===== config.mk =====
export PLATFORM = sky130hd
export DESIGN_NAME = source_text_tokenizer
export DESIGN_NICKNAME = d
export VERILOG_FILES = /design/src/sv/stt_pkg.sv /design/src/sv/stt_scan.sv /design/src/sv/stt_fifo.sv /design/src/sv/source_text_tokenizer.sv
export SDC_FILE = /design/constraint.sdc
export NUM_CORES = 2
export LEC_CHECK = 0
export BUFFER_PORTS_ARGS = -buffer_cell sky130_fd_sc_hd__buf_2
export CORE_MARGIN = 5
export CORE_UTILIZATION = 47
export DETAILED_ROUTE_END_ITERATION = 7
export PLACE_DENSITY_LB_ADDON = 0.12
export SKIP_CTS_REPAIR_TIMING = 1
export SYNTH_ARGS = -nofsm -noshare
export SYNTH_HDL_FRONTEND = slang
export SYNTH_SLANG_ARGS = --single-unit

===== constraint.sdc =====
create_clock -name clk -period 15.3 [get_ports clk]
set_clock_uncertainty 0.1 [all_clocks]
set_input_delay 0.765 -clock clk [delete_from_list [all_inputs] [get_ports clk]]
set_output_delay 0.765 -clock clk [all_outputs]
set_load 0.005 [all_outputs]

===== src/sv/stt_pkg.sv =====
// Shared types, token codes and keyword tables for the source text tokenizer.
package stt_pkg;

	localparam int OFFSET_BITS_DEF = 24;
	localparam int MAX_KW_LEN_DEF  = 6;
	localparam int SLOTS           = 3;
	localparam int QUEUE_DEPTH     = 8;
	localparam int PTR_BITS        = $clog2(QUEUE_DEPTH);
	localparam int CNT_BITS        = $clog2(QUEUE_DEPTH + 1);
	localparam int NUM_KW          = 8;

	typedef enum logic [3:0] {
		M_IDLE,
		M_COMMENT,
		M_NUM_INT,
		M_NUM_DOT,
		M_NUM_FRAC,
		M_IDENT,
		M_EQ,
		M_LT,
		M_GT,
		M_BANG
	} scan_mode_t;

	localparam logic [4:0] K_EOF     = 5'd0;
	localparam logic [4:0] K_NEWLINE = 5'd1;
	localparam logic [4:0] K_PLUS    = 5'd2;
	localparam logic [4:0] K_MINUS   = 5'd3;
	localparam logic [4:0] K_STAR    = 5'd4;
	localparam logic [4:0] K_SLASH   = 5'd5;
	localparam logic [4:0] K_PCT     = 5'd6;
	localparam logic [4:0] K_LPAREN  = 5'd7;
	localparam logic [4:0] K_RPAREN  = 5'd8;
	localparam logic [4:0] K_LBRACE  = 5'd9;
	localparam logic [4:0] K_RBRACE  = 5'd10;
	localparam logic [4:0] K_COMMA   = 5'd11;
	localparam logic [4:0] K_ASSIGN  = 5'd12;
	localparam logic [4:0] K_EQ      = 5'd13;
	localparam logic [4:0] K_NEQ     = 5'd14;
	localparam logic [4:0] K_LT      = 5'd15;
	localparam logic [4:0] K_LTE     = 5'd16;
	localparam logic [4:0] K_GT      = 5'd17;
	localparam logic [4:0] K_GTE     = 5'd18;
	localparam logic [4:0] K_NUMBER  = 5'd19;
	localparam logic [4:0] K_IDENT   = 5'd20;
	localparam logic [4:0] K_KW_BASE = 5'd21;
	localparam logic [4:0] K_ERROR   = 5'd29;

	// first character in the low byte
	localparam logic [47:0] KW_TEXT [NUM_KW] = '{
		48'h0000_6573_6c65,
		48'h0065_736c_6166,
		48'h0000_0000_6e66,
		48'h0000_0000_6669,
		48'h0000_0074_656c,
		48'h6e72_7574_6572,
		48'h0000_6575_7274,
		48'h0065_6c69_6877
	};
	localparam logic [15:0] KW_LEN [NUM_KW] = '{
		16'd4, 16'd5, 16'd2, 16'd2, 16'd3, 16'd6, 16'd4, 16'd5
	};

	typedef struct packed {
		logic [4:0]  kind;
		logic [23:0] offset;
		logic [15:0] len;
		logic [19:0] line;
		logic [15:0] column;
		logic        last;
	} token_t;

	typedef struct packed {
		logic [SLOTS-1:0]         vld;
		token_t [SLOTS-1:0]       tok;
	} push_t;

	function automatic logic [4:0] kw_lookup(input logic [47:0] chars, input logic [15:0] len);
		logic [4:0] kind;
		kind = K_IDENT;
		for (int k = 0; k < NUM_KW; k++) begin
			if (len == KW_LEN[k] && chars == KW_TEXT[k]) begin
				kind = K_KW_BASE + 5'(k);
			end
		end
		return kind;
	endfunction

endpackage


===== src/sv/stt_scan.sv =====
// Scanner: mode and position state, and the tokens that one source word produces.
module stt_scan #(
	parameter int OFFSET_BITS     = 24,
	parameter int MAX_KEYWORD_LEN = 6
) (
	input  logic          clk,
	input  logic          arst_n,
	input  logic          vld_s1,
	input  logic [7:0]    ch_s1,
	output stt_pkg::push_t push
);
	import stt_pkg::*;

	localparam int KW_BITS = 8 * MAX_KEYWORD_LEN;
	localparam logic [32:0] OFF_MAX33 = (33'd1 << OFFSET_BITS) - 33'd1;
	localparam logic [OFFSET_BITS-1:0] OFF_MAX = '1;

	scan_mode_t             mode_q, mode_d;
	logic [OFFSET_BITS-1:0] off_q, off_d;
	logic [19:0]            line_q, line_d;
	logic [15:0]            col_q, col_d;
	logic [OFFSET_BITS-1:0] ts_off_q, ts_off_d;
	logic [19:0]            ts_line_q, ts_line_d;
	logic [15:0]            ts_col_q, ts_col_d;
	logic [15:0]            len_q, len_d;
	logic [KW_BITS-1:0]     kw_q, kw_d;

	logic is_dig, is_alp, is_idc, is_nul, is_nl, is_dot, is_eq, absorb, flush;
	logic [32:0] dot_sum;
	logic [16:0] dot_col;
	logic [OFFSET_BITS-1:0] dot_off;

	function automatic logic [23:0] to24(input logic [OFFSET_BITS-1:0] v);
		logic [31:0] w;
		w = 32'(v);
		return w[23:0];
	endfunction

	function automatic logic [15:0] sat_add(input logic [15:0] a, input logic [1:0] b);
		logic [16:0] s;
		s = {1'b0, a} + 17'(b);
		return s[16] ? 16'hFFFF : s[15:0];
	endfunction

	function automatic scan_mode_t open_mode(input logic [7:0] c);
		scan_mode_t m;
		m = M_IDLE;
		if (c == "#") m = M_COMMENT;
		else if (c >= "0" && c <= "9") m = M_NUM_INT;
		else if ((c >= "a" && c <= "z") || (c >= "A" && c <= "Z") || c == "_") m = M_IDENT;
		else if (c == "=") m = M_EQ;
		else if (c == "<") m = M_LT;
		else if (c == ">") m = M_GT;
		else if (c == "!") m = M_BANG;
		return m;
	endfunction

	assign is_dig = ch_s1 >= "0" && ch_s1 <= "9";
	assign is_alp = (ch_s1 >= "a" && ch_s1 <= "z") || (ch_s1 >= "A" && ch_s1 <= "Z");
	assign is_idc = is_dig || is_alp || ch_s1 == "_";
	assign is_nul = ch_s1 == 8'd0;
	assign is_nl  = ch_s1 == 8'h0a;
	assign is_dot = ch_s1 == ".";
	assign is_eq  = ch_s1 == "=";

	always_comb begin
		case (mode_q)
			M_COMMENT:  absorb = !is_nl;
			M_NUM_INT:  absorb = is_dig || is_dot;
			M_NUM_DOT:  absorb = is_dig;
			M_NUM_FRAC: absorb = is_dig;
			M_IDENT:    absorb = is_idc;
			M_EQ, M_LT, M_GT, M_BANG: absorb = is_eq;
			default:    absorb = 1'b0;
		endcase
		if (is_nul) absorb = 1'b0;
	end

	assign flush = vld_s1 && !absorb;

	// next mode
	always_comb begin
		mode_d = mode_q;
		if (vld_s1) begin
			if (is_nul) begin
				mode_d = M_IDLE;
			end else if (absorb) begin
				case (mode_q)
					M_NUM_INT: if (is_dot) mode_d = M_NUM_DOT;
					M_NUM_DOT: mode_d = M_NUM_FRAC;
					M_EQ, M_LT, M_GT, M_BANG: mode_d = M_IDLE;
					default: mode_d = mode_q;
				endcase
			end else begin
				mode_d = open_mode(ch_s1);
			end
		end
	end

	assign dot_sum = 33'(ts_off_q) + 33'(len_q);
	assign dot_off = (dot_sum > OFF_MAX33) ? OFF_MAX : dot_sum[OFFSET_BITS-1:0];
	assign dot_col = {1'b0, ts_col_q} + {1'b0, len_q};

	// tokens
	always_comb begin
		push = '0;
		push.tok[0].offset = to24(ts_off_q);
		push.tok[0].line   = ts_line_q;
		push.tok[0].column = ts_col_q;
		push.tok[0].len    = 16'd1;
		case (mode_q)
			M_NUM_INT, M_NUM_DOT, M_NUM_FRAC: begin
				push.tok[0].kind = K_NUMBER;
				push.tok[0].len  = len_q;
			end
			M_IDENT: begin
				push.tok[0].kind = kw_lookup(kw_q[47:0], len_q);
				push.tok[0].len  = len_q;
			end
			M_EQ:    push.tok[0].kind = absorb ? K_EQ  : K_ASSIGN;
			M_LT:    push.tok[0].kind = absorb ? K_LTE : K_LT;
			M_GT:    push.tok[0].kind = absorb ? K_GTE : K_GT;
			M_BANG:  push.tok[0].kind = absorb ? K_NEQ : K_ERROR;
			default: push.tok[0].kind = K_ERROR;
		endcase
		if (absorb && (mode_q == M_EQ || mode_q == M_LT || mode_q == M_GT
				|| mode_q == M_BANG)) begin
			push.tok[0].len = 16'd2;
			push.vld[0] = vld_s1;
		end else begin
			push.vld[0] = flush && mode_q != M_IDLE && mode_q != M_COMMENT;
		end

		push.tok[1].kind   = K_ERROR;
		push.tok[1].offset = to24(dot_off);
		push.tok[1].len    = 16'd1;
		push.tok[1].line   = ts_line_q;
		push.tok[1].column = dot_col[16] ? 16'hFFFF : dot_col[15:0];
		push.vld[1]        = flush && mode_q == M_NUM_DOT;

		push.tok[2].offset = to24(off_q);
		push.tok[2].line   = line_q;
		push.tok[2].column = col_q;
		push.tok[2].len    = 16'd1;
		push.tok[2].kind   = K_ERROR;
		push.vld[2]        = flush;
		case (ch_s1)
			8'h00: begin
				push.tok[2].kind = K_EOF;
				push.tok[2].len  = 16'd0;
			end
			8'h0a:   push.tok[2].kind = K_NEWLINE;
			"+":     push.tok[2].kind = K_PLUS;
			"-":     push.tok[2].kind = K_MINUS;
			"*":     push.tok[2].kind = K_STAR;
			"/":     push.tok[2].kind = K_SLASH;
			"%":     push.tok[2].kind = K_PCT;
			"(":     push.tok[2].kind = K_LPAREN;
			")":     push.tok[2].kind = K_RPAREN;
			"{":     push.tok[2].kind = K_LBRACE;
			"}":     push.tok[2].kind = K_RBRACE;
			",":     push.tok[2].kind = K_COMMA;
			" ", 8'h09, 8'h0d, "#", "=", "<", ">", "!": push.vld[2] = 1'b0;
			default: begin
				if (is_idc) push.vld[2] = 1'b0;
			end
		endcase

		push.tok[2].last = push.vld[2];
		push.tok[1].last = push.vld[1] && !push.vld[2];
		push.tok[0].last = push.vld[0] && !push.vld[1] && !push.vld[2];
	end

	// position and pending token
	always_comb begin
		off_d     = off_q;
		line_d    = line_q;
		col_d     = col_q;
		ts_off_d  = ts_off_q;
		ts_line_d = ts_line_q;
		ts_col_d  = ts_col_q;
		len_d     = len_q;
		kw_d      = kw_q;
		if (vld_s1) begin
			if (is_nul) begin
				off_d     = '0;
				line_d    = 20'd1;
				col_d     = 16'd1;
				ts_off_d  = '0;
				ts_line_d = 20'd1;
				ts_col_d  = 16'd1;
				len_d     = 16'd0;
				kw_d      = '0;
			end else begin
				if (absorb) begin
					case (mode_q)
						M_NUM_INT:  if (is_dig) len_d = sat_add(len_q, 2'd1);
						M_NUM_DOT:  len_d = sat_add(len_q, 2'd2);
						M_NUM_FRAC: len_d = sat_add(len_q, 2'd1);
						M_IDENT: begin
							for (int i = 0; i < MAX_KEYWORD_LEN; i++) begin
								if (len_q == 16'(i)) kw_d[8*i +: 8] = ch_s1;
							end
							len_d = sat_add(len_q, 2'd1);
						end
						default: len_d = len_q;
					endcase
				end else begin
					ts_off_d  = off_q;
					ts_line_d = line_q;
					ts_col_d  = col_q;
					len_d     = 16'd1;
					kw_d      = KW_BITS'(ch_s1);
				end
				if (off_q != OFF_MAX) off_d = off_q + 1'b1;
				if (is_nl) begin
					if (line_q != 20'hFFFFF) line_d = line_q + 1'b1;
					col_d = 16'd1;
				end else if (col_q != 16'hFFFF) begin
					col_d = col_q + 1'b1;
				end
			end
		end
	end

	always_ff @(posedge clk or negedge arst_n) begin
		if (!arst_n) begin
			mode_q    <= M_IDLE;
			off_q     <= '0;
			line_q    <= 20'd1;
			col_q     <= 16'd1;
			ts_off_q  <= '0;
			ts_line_q <= 20'd1;
			ts_col_q  <= 16'd1;
			len_q     <= 16'd0;
			kw_q      <= '0;
		end else begin
			mode_q    <= mode_d;
			off_q     <= off_d;
			line_q    <= line_d;
			col_q     <= col_d;
			ts_off_q  <= ts_off_d;
			ts_line_q <= ts_line_d;
			ts_col_q  <= ts_col_d;
			len_q     <= len_d;
			kw_q      <= kw_d;
		end
	end

endmodule


===== src/sv/stt_fifo.sv =====
// Token queue: takes up to 3 tokens a cycle in order, gives one a cycle on pop.
module stt_fifo (
	input  logic                          clk,
	input  logic                          arst_n,
	input  stt_pkg::push_t                push,
	input  logic                          pop,
	output stt_pkg::token_t               head,
	output logic [stt_pkg::CNT_BITS-1:0]  count
);
	import stt_pkg::*;

	token_t              mem_q [QUEUE_DEPTH];
	logic [PTR_BITS-1:0] wr_q, rd_q;
	logic [CNT_BITS-1:0] cnt_q;
	logic [PTR_BITS-1:0] pos [SLOTS];
	logic [PTR_BITS-1:0] wr_d;

	always_comb begin
		wr_d = wr_q;
		for (int i = 0; i < SLOTS; i++) begin
			pos[i] = wr_d;
			if (push.vld[i]) wr_d = wr_d + 1'b1;
		end
	end

	always_ff @(posedge clk) begin
		for (int i = 0; i < SLOTS; i++) begin
			if (push.vld[i]) mem_q[pos[i]] <= push.tok[i];
		end
	end

	always_ff @(posedge clk or negedge arst_n) begin
		if (!arst_n) begin
			wr_q  <= '0;
			rd_q  <= '0;
			cnt_q <= '0;
		end else begin
			wr_q  <= wr_d;
			if (pop) rd_q <= rd_q + 1'b1;
			cnt_q <= cnt_q + CNT_BITS'($countones(push.vld)) - CNT_BITS'(pop);
		end
	end

	assign head  = mem_q[rd_q];
	assign count = cnt_q;

endmodule


===== src/sv/source_text_tokenizer.sv =====
// Top level of the source text tokenizer: input register, scanner and token queue.
//
//  channel | direction | handshake         | payload
//  source  | in        | src_valid/src_stall | ch
//  token   | out       | tok_valid/tok_stall | token_kind, start_offset, token_length,
//          |           |                   | line_number, column_number, last_of_run
//
// One source word per cycle unless src_stall: a word is registered, then scanned
// in the next cycle. A word yields up to three tokens; the queue drains one token
// per cycle unless tok_stall, so src_stall rises only when tokens pile up faster
// than the token side takes them. Tokens go through the input register and queue.
// Reset returns mode and position to line 1, column 1, offset 0 and empties the queue.
module source_text_tokenizer #(
	parameter int OFFSET_BITS     = stt_pkg::OFFSET_BITS_DEF,
	parameter int MAX_KEYWORD_LEN = stt_pkg::MAX_KW_LEN_DEF
) (
	input  logic        clk,
	input  logic        arst_n,
	input  logic        src_valid,
	output logic        src_stall,
	input  logic [7:0]  ch,
	output logic        tok_valid,
	input  logic        tok_stall,
	output logic [4:0]  token_kind,
	output logic [23:0] start_offset,
	output logic [15:0] token_length,
	output logic [19:0] line_number,
	output logic [15:0] column_number,
	output logic        last_of_run
);
	import stt_pkg::*;

	logic                vld_s1;
	logic [7:0]          ch_s1;
	push_t               push;
	token_t              head;
	logic [CNT_BITS-1:0] count;
	logic [CNT_BITS:0]   load;

	// hold off new words unless the queue has room for this word and the one in flight
	assign load      = {1'b0, count} + (vld_s1 ? (CNT_BITS+1)'(SLOTS) : '0);
	assign src_stall = load > (CNT_BITS+1)'(QUEUE_DEPTH - SLOTS);

	always_ff @(posedge clk or negedge arst_n) begin
		if (!arst_n) begin
			vld_s1 <= 1'b0;
		end else begin
			vld_s1 <= src_valid && !src_stall;
		end
	end

	always_ff @(posedge clk) begin
		if (src_valid && !src_stall) ch_s1 <= ch;
	end

	stt_scan #(
		.OFFSET_BITS     (OFFSET_BITS),
		.MAX_KEYWORD_LEN (MAX_KEYWORD_LEN)
	) u_scan (
		.clk    (clk),
		.arst_n (arst_n),
		.vld_s1 (vld_s1),
		.ch_s1  (ch_s1),
		.push   (push)
	);

	stt_fifo u_fifo (
		.clk    (clk),
		.arst_n (arst_n),
		.push   (push),
		.pop    (tok_valid && !tok_stall),
		.head   (head),
		.count  (count)
	);

	assign tok_valid     = count != '0;
	assign token_kind    = head.kind;
	assign start_offset  = head.offset;
	assign token_length  = head.len;
	assign line_number   = head.line;
	assign column_number = head.column;
	assign last_of_run   = head.last;

endmodule


==> impl_metrics.ini <==
[critical_path]
critPathCaptureType = register
path_class = reg2reg
r2r-start = u_scan.mode_q[3]
cp_max_fo = 42
r2r_cells = 18
start_kind = register
worst_r2r_endpoint = u_fifo.mem_q[6][73]
r2r_setup_slack_ns = 7.15
required_ns = 15.54
worst_ep_arrival_time_ns = 8.39

[logic_synthesis]
synth_area_um2 = 47900
synth-seq-area-share_pct = 49.5
syn-num-nets = 4504
synth_ff_type = edfxtp_1
synth.distinct_cells = 96
syn_inst = 4434
synth_edf_count = 544
ys_warn_count = 0
ys_ff_latch = 863
synthArstFlopShare_pct = 23.1
syn_area_per_cell_um2 = 10.8

[place]
preCtsSetupSlack_ns = 7.29
gp_congestion = 0.922
portBuffers = 95
dpl-instance-area_um2 = 49300
dp_hpwl_um = 95400

[global_route]
grt_pass1_vias = 36400
grt_pass1_wl_um = 244000
antenna_found_initial = 2
grt-ovfl-total = 0
grt.total_usage_pct = 29.8
grt_max_degree = 132

[sta]
hold_violations = 0
slew_viol_final = 0
relSlewSlack_pct = 17.7
max_freq_ghz = 0.123
rsz0062_at_grt = false
worstMarginPinSlew_ns = 1.24
setup-violations-final = 0
timing.final.crit_share_pct = 53.2
tns_ns = 0
fin_ws_ns = 7.15
period_needed_ns = 8.15

[die]
die_area_um2 = 108000
dieWidth_um = 329
initial_utilization_pct = 47.2
ioPinCount = 96
die_h_um = 329
coreArea_um2 = 101000
rows = 117

[detailed_routing]
via_per_inst = 6.53
ant_nets = 0
vias = 37400
drt-total-wl_um = 165000
drt_iter0_drc = 4750
drt_first_pass_iters = 6
drc = 0
routedWlPerCell_um = 28.8

[hold_path]
hold_class = in2async

[layout]
area_growth_pct = 9.73
drive_gt1_share_pct = 18.0
fin_util_pct = 51.8
diodes = 0
fin_nets = 4342
fin_area_um2 = 52600

[power]
p_per_area_nw_per_um2 = 157
peakVddDrop_mv = 0.159
leakagePower_nw = 19.4

[clock_network]
clock_path_buffers = 3
path_clk_slew_ns = 0.06
numCtsBuffers = 97
cts_tree = done
cts_sinks = 863
clock_tree.root_cell = clkbuf_16
ctsHtreeMaxLevel = 3
worstSkewPairLatency_ns = 0.70

[outcome]
status = completed

[job]
maxCapViolations = 0
[registers in the layout, summed over array words and instances, names as in the netlist]
signal / flops
u_fifo.count: 4
u_scan.ts_col_q: 16
u_scan.off_q: 24
u_scan.line_q: 20
u_scan.len_q: 16
u_fifo.mem_q: 656
u_scan.kw_q: 48
u_fifo.wr_q: 3
vld_s1: 1
u_scan.col_q: 16
ch_s1: 8
u_scan.ts_line_q: 20
u_fifo.rd_q: 3
u_scan.ts_off_q: 24
u_scan.mode_q: 4
[layout make-up]
| type | count | area, um2 |
|---|---|---|
| clock buffers | 135 | 2730 |
| clock inverters | 47 | 562 |
| fillers | 9034 | 48900 |
| inverters | 81 | 304 |
| multi-input cells | 3044 | 22300 |
| flip-flops and latches | 863 | 23700 |
| well taps | 1368 | 1710 |
| repair buffers | 185 | 1190 |
[worst max-delay path, stage by stage, from the launching register on]
cell and delay [ns]:
dfrtp_1 0.58, or3b_2 0.56, a2111oi_2 0.61, a31o_2 0.23
a211oi_1 0.06, buf_4 0.21, a21oi_2 0.82, inv_1 0.65
a21o_1 0.33, ha_1 0.17, nand3_1 0.11, o31ai_2 0.12
a211oi_1 0.51, nor4_2 0.11, buf_4 0.32, nand2_2 0.10
buf_4 0.72, nand3_4 0.78, buf_4 0.59
[cell usage in the layout (no fill, tap or decap), types with 99 or more instances in the layout]
master	synthesis	routed
dfxtp_1	120	120
nand2_1	467	465
mux2_2	189	189
edfxtp_1	544	544
dfrtp_1	195	192
a21oi_1	286	283
o21ai_0	271	265
nand3_1	119	110
mux4_2	164	164
clkbuf_16	0	99
mux2i_1	105	105
nor2_1	386	375
[power by group]
part           switching (mW)  total [mW]  internal [mW]
clock network            1.02        2.43           1.41
registers               0.378        3.14           2.76
logic                    1.60        2.66           1.05
[kinds of logic (layout without fill, tap and decap cells)]
logic type | Yosys count | count (layout) | synth area share (%)
AO/OA/AOI/OAI | 1133 | 1133 | 15.8
XOR/XNOR | 66 | 66 | 1.21
adder cells (fa/ha/maj) | 58 | 58 | 1.59
buffers and inverters | 527 | 448 | 4.48
flip-flops | 863 | 863 | 49.5
multiplexers | 493 | 493 | 15.2
AND/OR/NAND/NOR | 1294 | 1294 | 12.3
[how the worst max path moves through the flow]
stage	startpoint	endpoint	cells after the start
detailed placement	u_scan.mode_q[3]	u_fifo.mem_q[6][73]	18
CTS	u_scan.mode_q[3]	u_fifo.mem_q[6][74]	18
floorplan	ch_s1[4]	u_fifo.mem_q[6][0]	21
finish	u_scan.mode_q[3]	u_fifo.mem_q[6][73]	18
global route	u_scan.mode_q[3]	u_fifo.mem_q[6][75]	18
global placement	u_scan.mode_q[3]	u_fifo.mem_q[6][23]	18
[per-stage QoR]
step / cells / total power [mW] / hold WS, ns
floorplan: 4434 / 4.79 / 0.343
global route: 5723 / 8.54 / 0.0623
CTS: 5723 / 8.24 / 0.0180
finish: 5723 / 8.23 / 0.0239
global placement: 5541 / 5.81 / 0.360
detailed placement: 5541 / 5.82 / 0.363
[layer usage]
layer | share of wire, % | wire length (um) | global-route usage (%) | vias up
li1 | - | - | - | 16400
met1 | 41 | 67100 | 41.8 | 18600
met2 | 46 | 75500 | 47.0 | 2018
met3 | 9.7 | 16000 | 5.65 | 349
met4 | 3.6 | 5890 | 9.73 | 0
met5 | 0 | 0 | 0 | -
[cells in the mapped netlist (79+ instances only)]
cell      instances  area, um2
a221oi_1         94        823
mux2i_1         105       1050
clkbuf_1        333       1250
nand2_1         467       1750
a22o_1           79        692
o21ai_0         271       1360
edfxtp_1        544      16300
dfxtp_1         120       2400
dfrtp_1         195       4880
nor3_1           92        460
a21oi_1         286       1430
mux2_2          189       2130
mux4_2          164       3690
nor2_1          386       1450
nand3_1         119        596
Power figures use the tool's default switching activity.
